## src/hw/rtl/gdwa_div.sv

```systemverilog
// gdwa_div: unsigned restoring divider, one quotient bit per cycle
// standalone, no package use
module gdwa_div #(
  parameter int NW = 32,
  parameter int DW = 16
) (
  input  logic          clk,
  input  logic          rst,
  input  logic          start,
  input  logic [NW-1:0] num,
  input  logic [DW-1:0] den,
  output logic          done,
  output logic [NW-1:0] quot
);
  localparam int CW = $clog2(NW + 1);

  logic [DW-1:0] rem;
  logic [CW-1:0] cnt;
  logic [DW-1:0] den_r;
  logic          busy;
  logic [DW:0]   trial;
  logic          fits;

  assign trial = {rem, quot[NW-1]};
  assign fits  = trial >= {1'b0, den_r};

  always_ff @(posedge clk) begin
    if (rst) begin
      busy <= 1'b0;
      done <= 1'b0;
      cnt  <= '0;
    end else begin
      done <= 1'b0;
      if (start) begin
        busy  <= 1'b1;
        cnt   <= CW'(NW);
        rem   <= '0;
        quot  <= num;
        den_r <= den;
      end else if (busy) begin
        if (fits) begin
          rem <= DW'(trial - {1'b0, den_r});
        end else begin
          rem <= trial[DW-1:0];
        end
        quot <= {quot[NW-2:0], fits};
        cnt  <= cnt - 1'b1;
        if (cnt == CW'(1)) begin
          busy <= 1'b0;
          done <= 1'b1;
        end
      end
    end
  end
endmodule

```

## config.mk

```make
export PLATFORM = sky130hd
export DESIGN_NAME = gdwa_div
export DESIGN_NICKNAME = d
export VERILOG_FILES = /design/src/hw/rtl/gdwa_div.sv
export SDC_FILE = /design/constraint.sdc
export NUM_CORES = 1
export LEC_CHECK = 0
export BUFFER_PORTS_ARGS = -buffer_cell sky130_fd_sc_hd__buf_2
export CAP_MARGIN = 20
export CELL_PAD_IN_SITES_DETAIL_PLACEMENT = 1
export CELL_PAD_IN_SITES_GLOBAL_PLACEMENT = 2
export CORE_ASPECT_RATIO = 0.6
export CORE_MARGIN = 1
export CORE_UTILIZATION = 30
export DETAILED_ROUTE_END_ITERATION = 16
export GPL_ROUTABILITY_DRIVEN = 0
export GPL_TIMING_DRIVEN = 0
export PLACE_DENSITY_LB_ADDON = 0.08
export SYNTH_ARGS = -nofsm -noshare
export SYNTH_HDL_FRONTEND = slang
export SYNTH_SLANG_ARGS = --single-unit
export TNS_END_PERCENT = 50
```

## constraint.sdc

```tcl
create_clock -name clk -period 9 [get_ports clk]
set_input_delay 0.45 -clock clk [delete_from_list [all_inputs] [get_ports clk]]
set_output_delay 0.45 -clock clk [all_outputs]
set_load 0.1 [all_outputs]
```

After elaboration in Yosys (flattened, before gate mapping)
Cells that the tools add are included.
{ "word_totals": {"reg_bits": 72, "in_bits": 51, "out_inout_bits": 33} }
{ "op_classes": {"addsub": 2, "magnitude_cmp": 1, "eq_ne": 1, "muxes": 10, "bitwise": 2, "n_reduce_logical": 5} }
{ "op_table": {"columns": ["cell", "n"], "rows": [
  ["32-bit two-way mux", 2],
  ["16-bit two-way mux", 2],
  ["17-bit by 16-bit greater-or-equal comparator with 1-bit output", 1],
  ["16-bit subtractor", 1],
  ["6-bit two-way mux", 2],
  ["6-bit by 1-bit == test with 1-bit output (second input constant)", 1],
  ["6-bit by 1-bit subtractor with 6-bit output (second input constant)", 1],
  ["1-bit two-way mux", 4],
  ["2-bit AND reduction", 2],
  ["3-bit OR reduction", 1],
  ["1-bit inverter", 2],
  ["2-bit nonzero test", 1],
  ["2-bit OR reduction", 1]
]} }

Longest topological paths before layout
Gate-level depths: netlist of run 1.
{ "logic_depth": {"word_depth": 4, "depth_mapped": 11} }

Worst setup path after synthesis of run 1
No wires, ideal clock.
{ "synth_timing": {"path_type": "input port to flip-flop", "from": "in start", "to": "reg quot[0] (enable)", "setup_time_ps": 455, "t_arrival_ps": 3164, "required_time_ps": 8545, "path_slack_ps": 5381, "cell_stages": 4, "path_buffers": 2, "cell_sequence": "clkbuf_1 clkbuf_1 nor2_1 nor2_1"} }
{ "synth_between": {"elab_chain_cells": 2} }
{ "synth_rtl": {"columns": ["item", "line", "rtl"], "rows": [
  ["from (decl)", "9", "input logic start,"],
  ["2-bit nonzero test (no source line)", null, null],
  ["2-bit AND reduction (no source line)", null, null],
  ["to (signal assigned)", "38", "quot <= num;"],
  ["to (signal assigned)", "46", "quot <= {quot[NW-2:0], fits};"],
  ["to (decl)", "13", "output logic [NW-1:0] quot"]
]} }
Every way passes these cells.
A chain may end at the register's enable or synchronous reset.

Final worst setup path of run 1
{ "layout_timing": {"from": "reg quot[31]", "to": "reg rem[14] (data pin)"} }
{ "layout_between": {"elab_chain_cells": 3} }
{ "layout_rtl": {"columns": ["item", "line", "rtl"], "rows": [
  ["16-bit subtractor / 17-bit by 16-bit greater-or-equal comparator with 1-bit output (equally long branches)", "42, 25", null],
  ["16-bit two-way mux *", "41", "if (fits) begin"],
  ["16-bit two-way mux *", "40", "end else if (busy) begin"],
  ["to (signal assigned)", "42", "rem <= DW'(trial - {1'b0, den_r});"],
  ["to (signal assigned)", "44", "rem <= trial[DW-1:0];"],
  ["to (decl)", "17", "logic [DW-1:0] rem;"]
]} }
Mark *: on every way between the ends. The rest lies on a longest branch, timed or not. The select of a mux whose other input is x is not followed.

==> results of run 1 <==
[stage by stage]
| step | hold WS (ns) | utilization, % | std cells |
|---|---|---|---|
| 5_1_grt | 0.2780 | 39.03 | 577 |
| 3_3_place_gp | 0.4676 | 36.21 | 559 |
| 3_5_place_dp | 0.4739 | 36.69 | 561 |
| 2_1_floorplan | 0.4536 | - | 312 |
| 4_1_cts | 0.2753 | 39.03 | 577 |
| 6_report | 0.2880 | 39.03 | 577 |
[sequential cells by signal, indices dropped and copies added, names as in the netlist]
register / flops
quot: 32
den_r: 16
rem: 16
cnt: 6
busy: 1
done: 1
[how the worst max path moves through the flow]
stage | slack, ns | endpoint | depth (start not counted) | startpoint
detailed placement | 6.10 | rem[14] | 10 | quot[31]
global placement | 3.86 | rem[3] | 4 | start
global route | 5.82 | rem[14] | 10 | quot[31]
CTS | 6.08 | rem[14] | 10 | quot[31]
floorplan | 5.38 | quot[0] | 4 | start
finish | 6.08 | rem[14] | 10 | quot[31]
[metal layers]
metal / vias to the layer above / track usage, %
met4: 0 / 4.217
li1: 1335 / -
met2: 42 / 22.73
met1: 1326 / 23.09
met3: 5 / 3.827
met5: - / 0
[placed cells by master, fill, tap and decap left out, types with 5 or more instances in the layout]
cell type	count
sky130_fd_sc_hd__a211oi_1	5
sky130_fd_sc_hd__a21oi_1	16
sky130_fd_sc_hd__buf_2	85
sky130_fd_sc_hd__clkbuf_1	5
sky130_fd_sc_hd__clkbuf_16	10
sky130_fd_sc_hd__dfxtp_1	8
sky130_fd_sc_hd__edfxtp_1	64
sky130_fd_sc_hd__ha_1	18
sky130_fd_sc_hd__inv_1	23
sky130_fd_sc_hd__mux2_2	32
sky130_fd_sc_hd__mux2i_1	11
sky130_fd_sc_hd__nand2_1	14
sky130_fd_sc_hd__nand2b_1	5
sky130_fd_sc_hd__nand3_1	6
sky130_fd_sc_hd__nor2_1	32
sky130_fd_sc_hd__o21ai_0	5
sky130_fd_sc_hd__xnor2_1	7
sky130_fd_sc_hd__xor2_1	6
[worst register-to-register path, cell delays in order (launching register included)]
cell and delay (ns):
sky130_fd_sc_hd__edfxtp_1 0.37, sky130_fd_sc_hd__inv_1 0.06, sky130_fd_sc_hd__ha_1 0.22, sky130_fd_sc_hd__fa_1 0.40, sky130_fd_sc_hd__nand2b_1 0.18, sky130_fd_sc_hd__a21oi_1 0.27
sky130_fd_sc_hd__o21ai_1 0.31, sky130_fd_sc_hd__o311ai_0 0.51, sky130_fd_sc_hd__xor2_1 0.12, sky130_fd_sc_hd__mux2i_1 0.16, sky130_fd_sc_hd__nor2_1 0.05
[cells by family (layout without fill, tap and decap cells)]
logic type	after synthesis	after routing	share of synthesized area, %
AND/OR/NAND/NOR	81	81	10.13
flip-flops	72	72	54.88
AO/OA/AOI/OAI	49	49	9.169
multiplexers	43	43	12.40
buffers and inverters	35	135	3.957
adder cells (fa/ha/maj)	19	19	6.465
XOR/XNOR	13	13	3.001
[where the power goes]
part / internal (mW) / leakage, nW / switching (mW) / total [mW]
logic: 0.0976 / 1.14 / 0.185 / 0.283
registers: 0.398 / 0.677 / 0.0131 / 0.411
clock network: 0.203 / 0.140 / 0.143 / 0.346
total: 0.698 / 1.96 / 0.341 / 1.04
[cell type report]
type	instances	area [µm²]	share of cell area, %
Multi-Input combinational cell	205	1572	33.06
Sequential cell	72	2082	43.80
Clock inverter	5	31.28	0.6581
Buffer	12	63.81	1.342
Tap cell	165	206.4	4.343
Clock buffer	11	254.0	5.344
Inverter	23	86.33	1.816
Timing Repair Buffer	84	457.9	9.634
==> results.sh, run 1 <==
export IMPL_hold_path_class="input port to flip-flop"
export IMPL_via_count_of_the_first_global_routing_pass=2756
export IMPL_ioPinCount=84
export IMPL_synth_top_cells_by_area="sky130_fd_sc_hd__edfxtp_1 51%, sky130_fd_sc_hd__mux2_2 9.5%, sky130_fd_sc_hd__ha_1 5.9%"
export IMPL_final_period_utilization_pct=32.45
export IMPL_die_area_mm2=0.01311
export IMPL_max_clock_path_buffers=2
export IMPL_power_density_cell_area_mw_per_mm2=218.6
export IMPL_met2RoutedLength_mm=3.836
export IMPL_grt_start_max_net_pins=27
export IMPL_run_status="complete, no violations"
export IMPL_critical_path_slowest_cell="sky130_fd_sc_hd__o311ai_0"
export IMPL_setup_failing_eps_final=0
export IMPL_count_of_buffers_added_by_post_cts_timing_repair_for_setup=0
export IMPL_r2r_slack_ns=6.08
export IMPL_actual_slew_at_the_worst_max_slew_pin_ns=0.8481
export IMPL_worstPathMaxFanout=5
export IMPL_synth_largest_type_area_fraction_pct=50.66
export IMPL_holdBufCountCts=0
export IMPL_mean_number_of_vias_per_cell=4.693
export IMPL_hold_path_origin="den[7]"
export IMPL_core_area_mm2=0.01218
export IMPL_ys_flop_type="sky130_fd_sc_hd__edfxtp_1"
export IMPL_layout_setup_ws_ns=6.080
export IMPL_top_signal_layer_used="met4"
export IMPL_die_w_um=147.2
export IMPL_start_kind="flip-flop"
export IMPL_post_synth_top_count_cell="sky130_fd_sc_hd__edfxtp_1"
export IMPL_top_cell_types_by_occurrence_after_synthesis="64 x sky130_fd_sc_hd__edfxtp_1, 33 x sky130_fd_sc_hd__nor2_1, 32 x sky130_fd_sc_hd__mux2_2"
export IMPL_clock_buffer_count_from_cts=9
export IMPL_fin_tns_setup_ns=0
export IMPL_grt_pass1_wl_mm=15.36
export IMPL_drc=0
export IMPL_cts_root_buf="sky130_fd_sc_hd__clkbuf_16"
export IMPL_post_synth_instance_area_mm2=0.003794
export IMPL_cp_top_family="compound AO/OA/AOI/OAI gates"
export IMPL_detailedPlacementHpwl_mm=7.105
export IMPL_clock_sinks=72
export IMPL_placed_area_mm2=0.004468
export IMPL_netlist_instances=312
export IMPL_ys_async_sr_fraction_pct=0
export IMPL_peakVddDrop_mv=0.09127
export IMPL_list_of_cells_traversed_by_the_critical_path="inv_1 > ha_1 > fa_1 > nand2b_1 > a21oi_1 > o21ai_1 > o311ai_0 > xor2_1 > mux2i_1 > nor2_1"
export IMPL_port_buffers=82
export IMPL_worstReg2RegEnd="rem[14]"
export IMPL_seq_area_frac_synth_pct=54.88
export IMPL_timing_rr_start="quot[31]"
export IMPL_placement_setup_worst_slack_ns=6.098
export IMPL_antennaDiodeCount=0
export IMPL_grt_remaining_overflow=0
export IMPL_via_count=2708
export IMPL_synth_cell_types=44
export IMPL_hold_end="den_r[7]"
export IMPL_drv_cap=0
export IMPL_clock_latency_ns=0.33
export IMPL_cp_num_buf_inv=1
export IMPL_cts_clk_slew_worst_paths_ns=0.06
export IMPL_finish_net_count=477
export IMPL_critPathCaptureType="flip-flop"
export IMPL_totalPowerFinal_mw=1.039
export IMPL_synthesis_nets=382
export IMPL_synth_edf_count=64
export IMPL_finalMaxSlewViolations=0
export IMPL_min_delay_path_depth=1
export IMPL_fraction_of_layout_instances_using_a_drive_strength_above_1_pct=34.71
export IMPL_post_synth_cell_area_avg_um2=12.16
export IMPL_detail_route_first_pass_iterations=4
export IMPL_synth_top_cell_by_area="sky130_fd_sc_hd__edfxtp_1"
export IMPL_path_class="flip-flop to flip-flop"
export IMPL_critical_path_max_stage_delay_ns=0.51
export IMPL_final_design_area_no_fill_mm2=0.004753
export IMPL_start_util_pct=31.15
export IMPL_dr_wl_met3_um=284
export IMPL_cts_tree="built"
export IMPL_cts_htree_levels=3
export IMPL_post_cts_resized_instances=0
export IMPL_arrival_ns=2.97
export IMPL_die_y_um=89.11
export IMPL_maxSlewHeadroom_pct=43.33
export IMPL_drt_met1_wl_mm=5.422
export IMPL_detail_route_wirelength_mm=9.605
export IMPL_drt_wirelength_per_cell_um=16.65
export IMPL_rsz0062_at_grt="no"
export IMPL_post_route_min_period_ns=2.920
export IMPL_antenna_violating_nets_post_route=0
export IMPL_ys_warn_count=0
export IMPL_synth_seq_cells=72
export IMPL_aggregate_global_route_resource_usage_pct=15.68
export IMPL_hold_viol=0
export IMPL_number_of_fill_cells=1350
export IMPL_initial_antenna_violation_count=0
export IMPL_ff2ff_path_depth=10
export IMPL_skew_ns=0.007435
export IMPL_initialDrtViolationCount=116
export IMPL_power_leakage_nw=1.956
export IMPL_number_of_placement_rows=31
export IMPL_area_growth_syn_to_layout_pct=25.30
export IMPL_crit_required_ns=9.05
export IMPL_fmax_mhz=342.4
Power figures use the tool's default switching activity.
==> run 2, diff against run 1 <==
==> constraint.sdc (replaced) <==
create_clock -name clk -period 2.41 [get_ports clk]
set_input_delay 0.1205 -clock clk [delete_from_list [all_inputs] [get_ports clk]]
set_output_delay 0.1205 -clock clk [all_outputs]
set_load 0.1 [all_outputs]
==> results.sh, run 2 (synthesized netlist as in run 1, its figures left out) <==
export IMPL_number_of_placement_rows=31
export IMPL_start_kind="flip-flop"
export IMPL_largestRegisters="quot: 32 flops, den_r: 16 flops, rem: 16 flops"
export IMPL_clock_sinks=72
export IMPL_share_comb_of_total_power_pct=29.5
export IMPL_r2r_slack_ns=-0.07
export IMPL_fmax_mhz=403.2
export IMPL_clock_power_share_pct=34.9
export IMPL_cts_htree_levels=3
export IMPL_finish_net_count=510
export IMPL_layout_setup_ws_ns=-0.07021
export IMPL_mean_number_of_vias_per_cell=4.687
export IMPL_grt_start_max_net_pins=24
export IMPL_clock_latency_ns=0.34
export IMPL_setup_failing_eps_final=12
export IMPL_hold_viol=0
export IMPL_via_count=2859
export IMPL_hold_end="cnt[5]"
export IMPL_die_w_um=147.2
export IMPL_crit_required_ns=2.50
export IMPL_number_of_flip_flops_in_the_largest_register=32
export IMPL_dr_wl_met3_um=337
export IMPL_ioPinCount=84
export IMPL_antenna_violating_nets_post_route=0
export IMPL_die_y_um=89.11
export IMPL_fraction_of_layout_instances_using_a_drive_strength_above_1_pct=42.02
export IMPL_cts_tree="built"
export IMPL_finalMaxSlewViolations=0
export IMPL_drt_wirelength_per_cell_um=16.66
export IMPL_antennaDiodeCount=0
export IMPL_rsz0062_at_grt="yes"
export IMPL_path_class="flip-flop to flip-flop"
export IMPL_initialDrtViolationCount=100
export IMPL_aggregate_global_route_resource_usage_pct=16.87
export IMPL_hold_path_origin="rst"
export IMPL_run_status="finished with violations"
export IMPL_via_count_of_the_first_global_routing_pass=3005
export IMPL_grt_pass1_wl_mm=16.53
export IMPL_final_design_area_no_fill_mm2=0.005303
export IMPL_worstReg2RegEnd="quot[0]"
export IMPL_power_leakage_nw=2.150
export IMPL_number_of_fill_cells=1330
export IMPL_hold_path_class="input port to flip-flop"
export IMPL_instances_no_fill=610
export IMPL_violations_in_the_final_reports="negative setup slack"
export IMPL_initial_antenna_violation_count=0
export IMPL_layout_area_seq_mm2=0.002082
export IMPL_met2RoutedLength_mm=4.158
export IMPL_mostFrequentLayoutCell="sky130_fd_sc_hd__buf_2"
export IMPL_top_signal_layer_used="met4"
export IMPL_area_growth_syn_to_layout_pct=39.78
export IMPL_largest_register="quot"
export IMPL_actual_slew_at_the_worst_max_slew_pin_ns=0.6809
export IMPL_post_route_min_period_ns=2.480
export IMPL_final_period_utilization_pct=102.9
export IMPL_clock_buffer_count_from_cts=9
export IMPL_start_util_pct=31.15
export IMPL_detail_route_first_pass_iterations=4
export IMPL_power_share_switching_pct=31.93
export IMPL_core_area_mm2=0.01218
export IMPL_worstPathMaxFanout=10
export IMPL_arrival_ns=2.57
export IMPL_drt_met1_wl_mm=5.570
export IMPL_most_common_layout_cells="84 x sky130_fd_sc_hd__buf_2, 64 x sky130_fd_sc_hd__edfxtp_1, 32 x sky130_fd_sc_hd__mux2_2, 29 x sky130_fd_sc_hd__nor2_1, 21 x sky130_fd_sc_hd__inv_1"
export IMPL_cellInternalPower_mw=2.931
export IMPL_max_clock_path_buffers=2
export IMPL_power_density_cell_area_mw_per_mm2=811.9
export IMPL_cts_root_buf="sky130_fd_sc_hd__clkbuf_16"
export IMPL_detail_route_wirelength_mm=10.16
export IMPL_grt_remaining_overflow=0
export IMPL_placed_area_mm2=0.004527
export IMPL_detailedPlacementHpwl_mm=7.189
export IMPL_netSwitchingPower_mw=1.375
export IMPL_skew_ns=0.006961
export IMPL_die_area_mm2=0.01311
export IMPL_ff2ff_path_depth=9
export IMPL_post_place_cells=562
export IMPL_maxSlewHeadroom_pct=54.60
export IMPL_cts_clk_slew_worst_paths_ns=0.06
export IMPL_port_buffers=82
export IMPL_critPathCaptureType="flip-flop"
export IMPL_drc=0
export IMPL_timing_rr_start="den_r[1]"
export IMPL_min_delay_path_depth=2
export IMPL_drv_cap=0
export IMPL_power_frac_seq_pct=35.6
export IMPL_peakVddDrop_mv=0.3310
export IMPL_multi_input_gate_area_mm2=0.001729
export IMPL_fin_tns_setup_ns=-0.5567
## run 2: per-layer routing
metal	up-vias	global-route usage [%]
met5	-	0
met4	0	4.217
met3	9	4.235
met2	45	24.66
met1	1398	24.73
li1	1407	-
## run 2: final cells by class
| class | instances | share of cell area (%) |
|---|---|---|
| Buffer | 11 | 1.345 |
| Clock buffer | 12 | 5.262 |
| Clock inverter | 4 | 1.038 |
| Inverter | 23 | 1.628 |
| Multi-Input combinational cell | 205 | 32.61 |
| Sequential cell | 72 | 39.26 |
| Tap cell | 165 | 3.893 |
| Timing Repair Buffer | 118 | 14.96 |
## run 2: timing repair
action / 4_1_cts / 5_1_grt
buffers inserted: 15 / 1
hold buffers: 16 / 0
endpoints found under the hold margin: 16 / 0
pin swaps: 10 / 2
gates resized for setup: 24 / 7
cloned: 1 / 0
endpoints found under the setup margin: 17 / 17
## run 2: worst max-delay path: stages, from the launching register on
cell                       delay (ns)
sky130_fd_sc_hd__edfxtp_1        0.40
sky130_fd_sc_hd__inv_2           0.09
sky130_fd_sc_hd__ha_4            0.20
sky130_fd_sc_hd__nor2b_4         0.12
sky130_fd_sc_hd__o211ai_1        0.22
sky130_fd_sc_hd__a31o_2          0.25
sky130_fd_sc_hd__a21oi_4         0.08
sky130_fd_sc_hd__o32a_4          0.44
sky130_fd_sc_hd__buf_8           0.17
sky130_fd_sc_hd__mux2_2          0.26
## run 2: how the worst max path moves through the flow
stage	start	end	depth (start not counted)
floorplan	quot[31]	rem[14]	10
global placement	start	den_r[2]	3
detailed placement	rem[0]	rem[10]	9
CTS	rem[0]	rem[8]	9
global route	rem[0]	quot[0]	8
finish	den_r[1]	quot[0]	9
## run 2: power by group through the flow
stage	combinational, mW	sequential, mW	clock (mW)
CTS	1.25	1.53	1.54
floorplan	0.572	1.80	0
global route	1.37	1.55	1.59
finish	1.27	1.53	1.50
global placement	1.05	1.56	0
detailed placement	1.08	1.56	0
## run 2: metrics by stage
step | setup WS, ns | power (mW) | util (%) | hold slack [ns]
final | -0.07021 | 4.305 | 43.54 | 0.02885
after global routing | -0.2004 | 4.507 | 43.54 | 0.03595
after CTS | -0.08477 | 4.329 | 43.19 | 0.02316
after detailed placement | -0.3258 | 2.642 | 37.17 | 0.2989
after global placement | -0.4965 | 2.611 | 36.53 | 0.2977
after floorplan | -0.4032 | 2.375 | - | 0.1929
==> run 3, diff against run 2 <==
==> constraint.sdc (replaced) <==
create_clock -name clk -period 2.41 [get_ports clk]
set_input_delay 0.241 -clock clk [delete_from_list [all_inputs] [get_ports clk]]
set_output_delay 0.241 -clock clk [all_outputs]
set_load 0.1 [all_outputs]
==> results.sh, run 3 (synthesized netlist as in run 1, its figures left out) <==
export IMPL_hold_viol=0
export IMPL_mean_number_of_vias_per_cell=4.734
export IMPL_worstPathMaxFanout=10
export IMPL_number_of_flip_flops_in_the_largest_register=32
export IMPL_cts_tree="built"
export IMPL_timing_rr_start="rem[13]"
export IMPL_placement_setup_worst_slack_ns=-0.3258
export IMPL_crit_required_ns=2.50
export IMPL_whs_ns=0.07269
export IMPL_number_of_fill_cells=1331
export IMPL_finish_net_count=494
export IMPL_dr_wl_met3_um=335
export IMPL_die_area_mm2=0.01311
export IMPL_fmax_mhz=403.1
export IMPL_detail_route_first_pass_iterations=4
export IMPL_power_share_switching_pct=32.07
export IMPL_critical_path_slowest_cell="sky130_fd_sc_hd__o32a_4"
export IMPL_ioPinCount=84
export IMPL_drt_wirelength_per_cell_um=16.92
export IMPL_mostFrequentLayoutCell="sky130_fd_sc_hd__buf_2"
export IMPL_power_leakage_nw=2.083
export IMPL_cts_htree_levels=3
export IMPL_largestRegisters="quot: 32 flops, den_r: 16 flops, rem: 16 flops"
export IMPL_port_buffers=82
export IMPL_number_of_placement_rows=31
export IMPL_die_y_um=89.11
export IMPL_drc=0
export IMPL_clock_power_share_pct=35.1
export IMPL_instances_no_fill=594
export IMPL_cp_top_family="compound AO/OA/AOI/OAI gates"
export IMPL_die_w_um=147.2
export IMPL_critical_path_max_stage_delay_ns=0.44
export IMPL_list_of_cells_traversed_by_the_critical_path="ha_4 > a21o_1 > a211o_1 > nor2_1 > nand2_1 > o32a_4 > buf_8 > mux2_2"
export IMPL_totalPowerFinal_mw=4.290
export IMPL_critPathCaptureType="flip-flop"
export IMPL_grt_remaining_overflow=0
export IMPL_top_signal_layer_used="met4"
export IMPL_violations_in_the_final_reports="negative setup slack"
export IMPL_post_place_cells=562
export IMPL_final_core_util_pct=42.22
export IMPL_hold_path_class="input port to flip-flop"
export IMPL_fraction_of_layout_instances_using_a_drive_strength_above_1_pct=43.59
export IMPL_start_kind="flip-flop"
export IMPL_run_status="finished with violations"
export IMPL_grt_pass1_wl_mm=16.37
export IMPL_fin_tns_setup_ns=-0.5512
export IMPL_path_class="flip-flop to flip-flop"
export IMPL_min_delay_path_depth=1
export IMPL_cp_num_buf_inv=1
export IMPL_detail_route_wirelength_mm=10.05
export IMPL_cellInternalPower_mw=2.914
export IMPL_final_design_area_no_fill_mm2=0.005142
export IMPL_max_clock_path_buffers=2
export IMPL_clock_latency_ns=0.34
export IMPL_hold_path_origin="den[11]"
export IMPL_area_growth_syn_to_layout_pct=35.55
export IMPL_peakVddDrop_mv=0.3309
export IMPL_core_area_mm2=0.01218
export IMPL_cts_root_buf="sky130_fd_sc_hd__clkbuf_16"
export IMPL_power_frac_seq_pct=35.8
export IMPL_share_comb_of_total_power_pct=29.1
export IMPL_cts_clk_slew_worst_paths_ns=0.06
export IMPL_finalMaxSlewViolations=0
export IMPL_initial_antenna_violation_count=0
export IMPL_power_density_cell_area_mw_per_mm2=834.2
export IMPL_via_count=2812
export IMPL_maxSlewHeadroom_pct=54.07
export IMPL_rsz0062_at_grt="yes"
export IMPL_crit_start="rem[13]"
export IMPL_layout_setup_ws_ns=-0.07050
export IMPL_final_period_utilization_pct=102.9
export IMPL_netSwitchingPower_mw=1.376
export IMPL_count_of_cell_instances_traversed_by_the_critical_path=8
export IMPL_placed_area_mm2=0.004527
export IMPL_grt_start_max_net_pins=24
export IMPL_start_util_pct=31.15
export IMPL_ff2ff_path_depth=8
export IMPL_largest_register="quot"
export IMPL_antennaDiodeCount=0
export IMPL_antenna_violating_nets_post_route=0
export IMPL_aggregate_global_route_resource_usage_pct=16.76
export IMPL_actual_slew_at_the_worst_max_slew_pin_ns=0.6889
export IMPL_met2RoutedLength_mm=4.088
export IMPL_drt_met1_wl_mm=5.533
export IMPL_most_common_layout_cells="84 x sky130_fd_sc_hd__buf_2, 64 x sky130_fd_sc_hd__edfxtp_1, 32 x sky130_fd_sc_hd__mux2_2, 29 x sky130_fd_sc_hd__nor2_1, 21 x sky130_fd_sc_hd__inv_1"
export IMPL_detailedPlacementHpwl_mm=7.189
export IMPL_arrival_ns=2.57
export IMPL_clock_sinks=72
export IMPL_via_count_of_the_first_global_routing_pass=2923
export IMPL_clock_buffer_count_from_cts=9
export IMPL_post_route_min_period_ns=2.480
export IMPL_initialDrtViolationCount=96
export IMPL_drv_cap=0
export IMPL_setup_failing_eps_final=12
export IMPL_skew_ns=0.007276
-- run 3: changes by cell type in the layout (fill, tap and decap cells not counted) --
cell,previous run,this run
sky130_fd_sc_hd__dlygate4sd3_1,16,0
-- run 3: what timing repair did --
action / in CTS / in global routing
setup endpoints to repair: 17 / 17
hold buffers: 0 / 0
resized for setup: 24 / 7
pin swaps: 10 / 2
setup buffers: 15 / 1
gates cloned: 1 / 0
endpoints found under the hold margin: 0 / 0
-- run 3: path summary, 6_finish.rpt --
check / end / slack [ns]
worst max-delay path: quot[0] / -0.07
worst min-delay path: den_r[11] / 0.07
worst max register to register: quot[0] / -0.07
worst min register to register: cnt[0] / 0.48
-- run 3: worst register-to-register path, cell delays in order (launching register included) --
cell and delay (ns):
sky130_fd_sc_hd__edfxtp_1 0.43, sky130_fd_sc_hd__ha_4 0.26, sky130_fd_sc_hd__a21o_1 0.20, sky130_fd_sc_hd__a211o_1 0.29
sky130_fd_sc_hd__nor2_1 0.11, sky130_fd_sc_hd__nand2_1 0.07, sky130_fd_sc_hd__o32a_4 0.44, sky130_fd_sc_hd__buf_8 0.17
sky130_fd_sc_hd__mux2_2 0.26
-- run 3: layout make-up --
class	count	area, µm²	area share [%]
buffer	11	71.32	1.387
clock buffer	12	279.0	5.426
clock inverter	4	55.05	1.071
inverter	23	86.33	1.679
multi-input combinational	205	1729	33.63
sequential	72	2082	40.49
tap	165	206.4	4.015
timing repair buffer	102	633.1	12.31
-- run 3: routing by layer --
metal	up-vias	global-route usage (%)
li1	1376	-
met1	1382	24.79
met2	45	24.14
met3	9	4.235
met4	0	4.217
met5	-	0
-- run 3: power by group through the flow --
stage / clock network, mW / registers [mW] / logic, mW
final: 1.51 / 1.53 / 1.25
after global routing: 1.59 / 1.55 / 1.35
after CTS: 1.54 / 1.53 / 1.23
after detailed placement: 0 / 1.56 / 1.08
after global placement: 0 / 1.56 / 1.05
after floorplan: 0 / 1.80 / 0.572
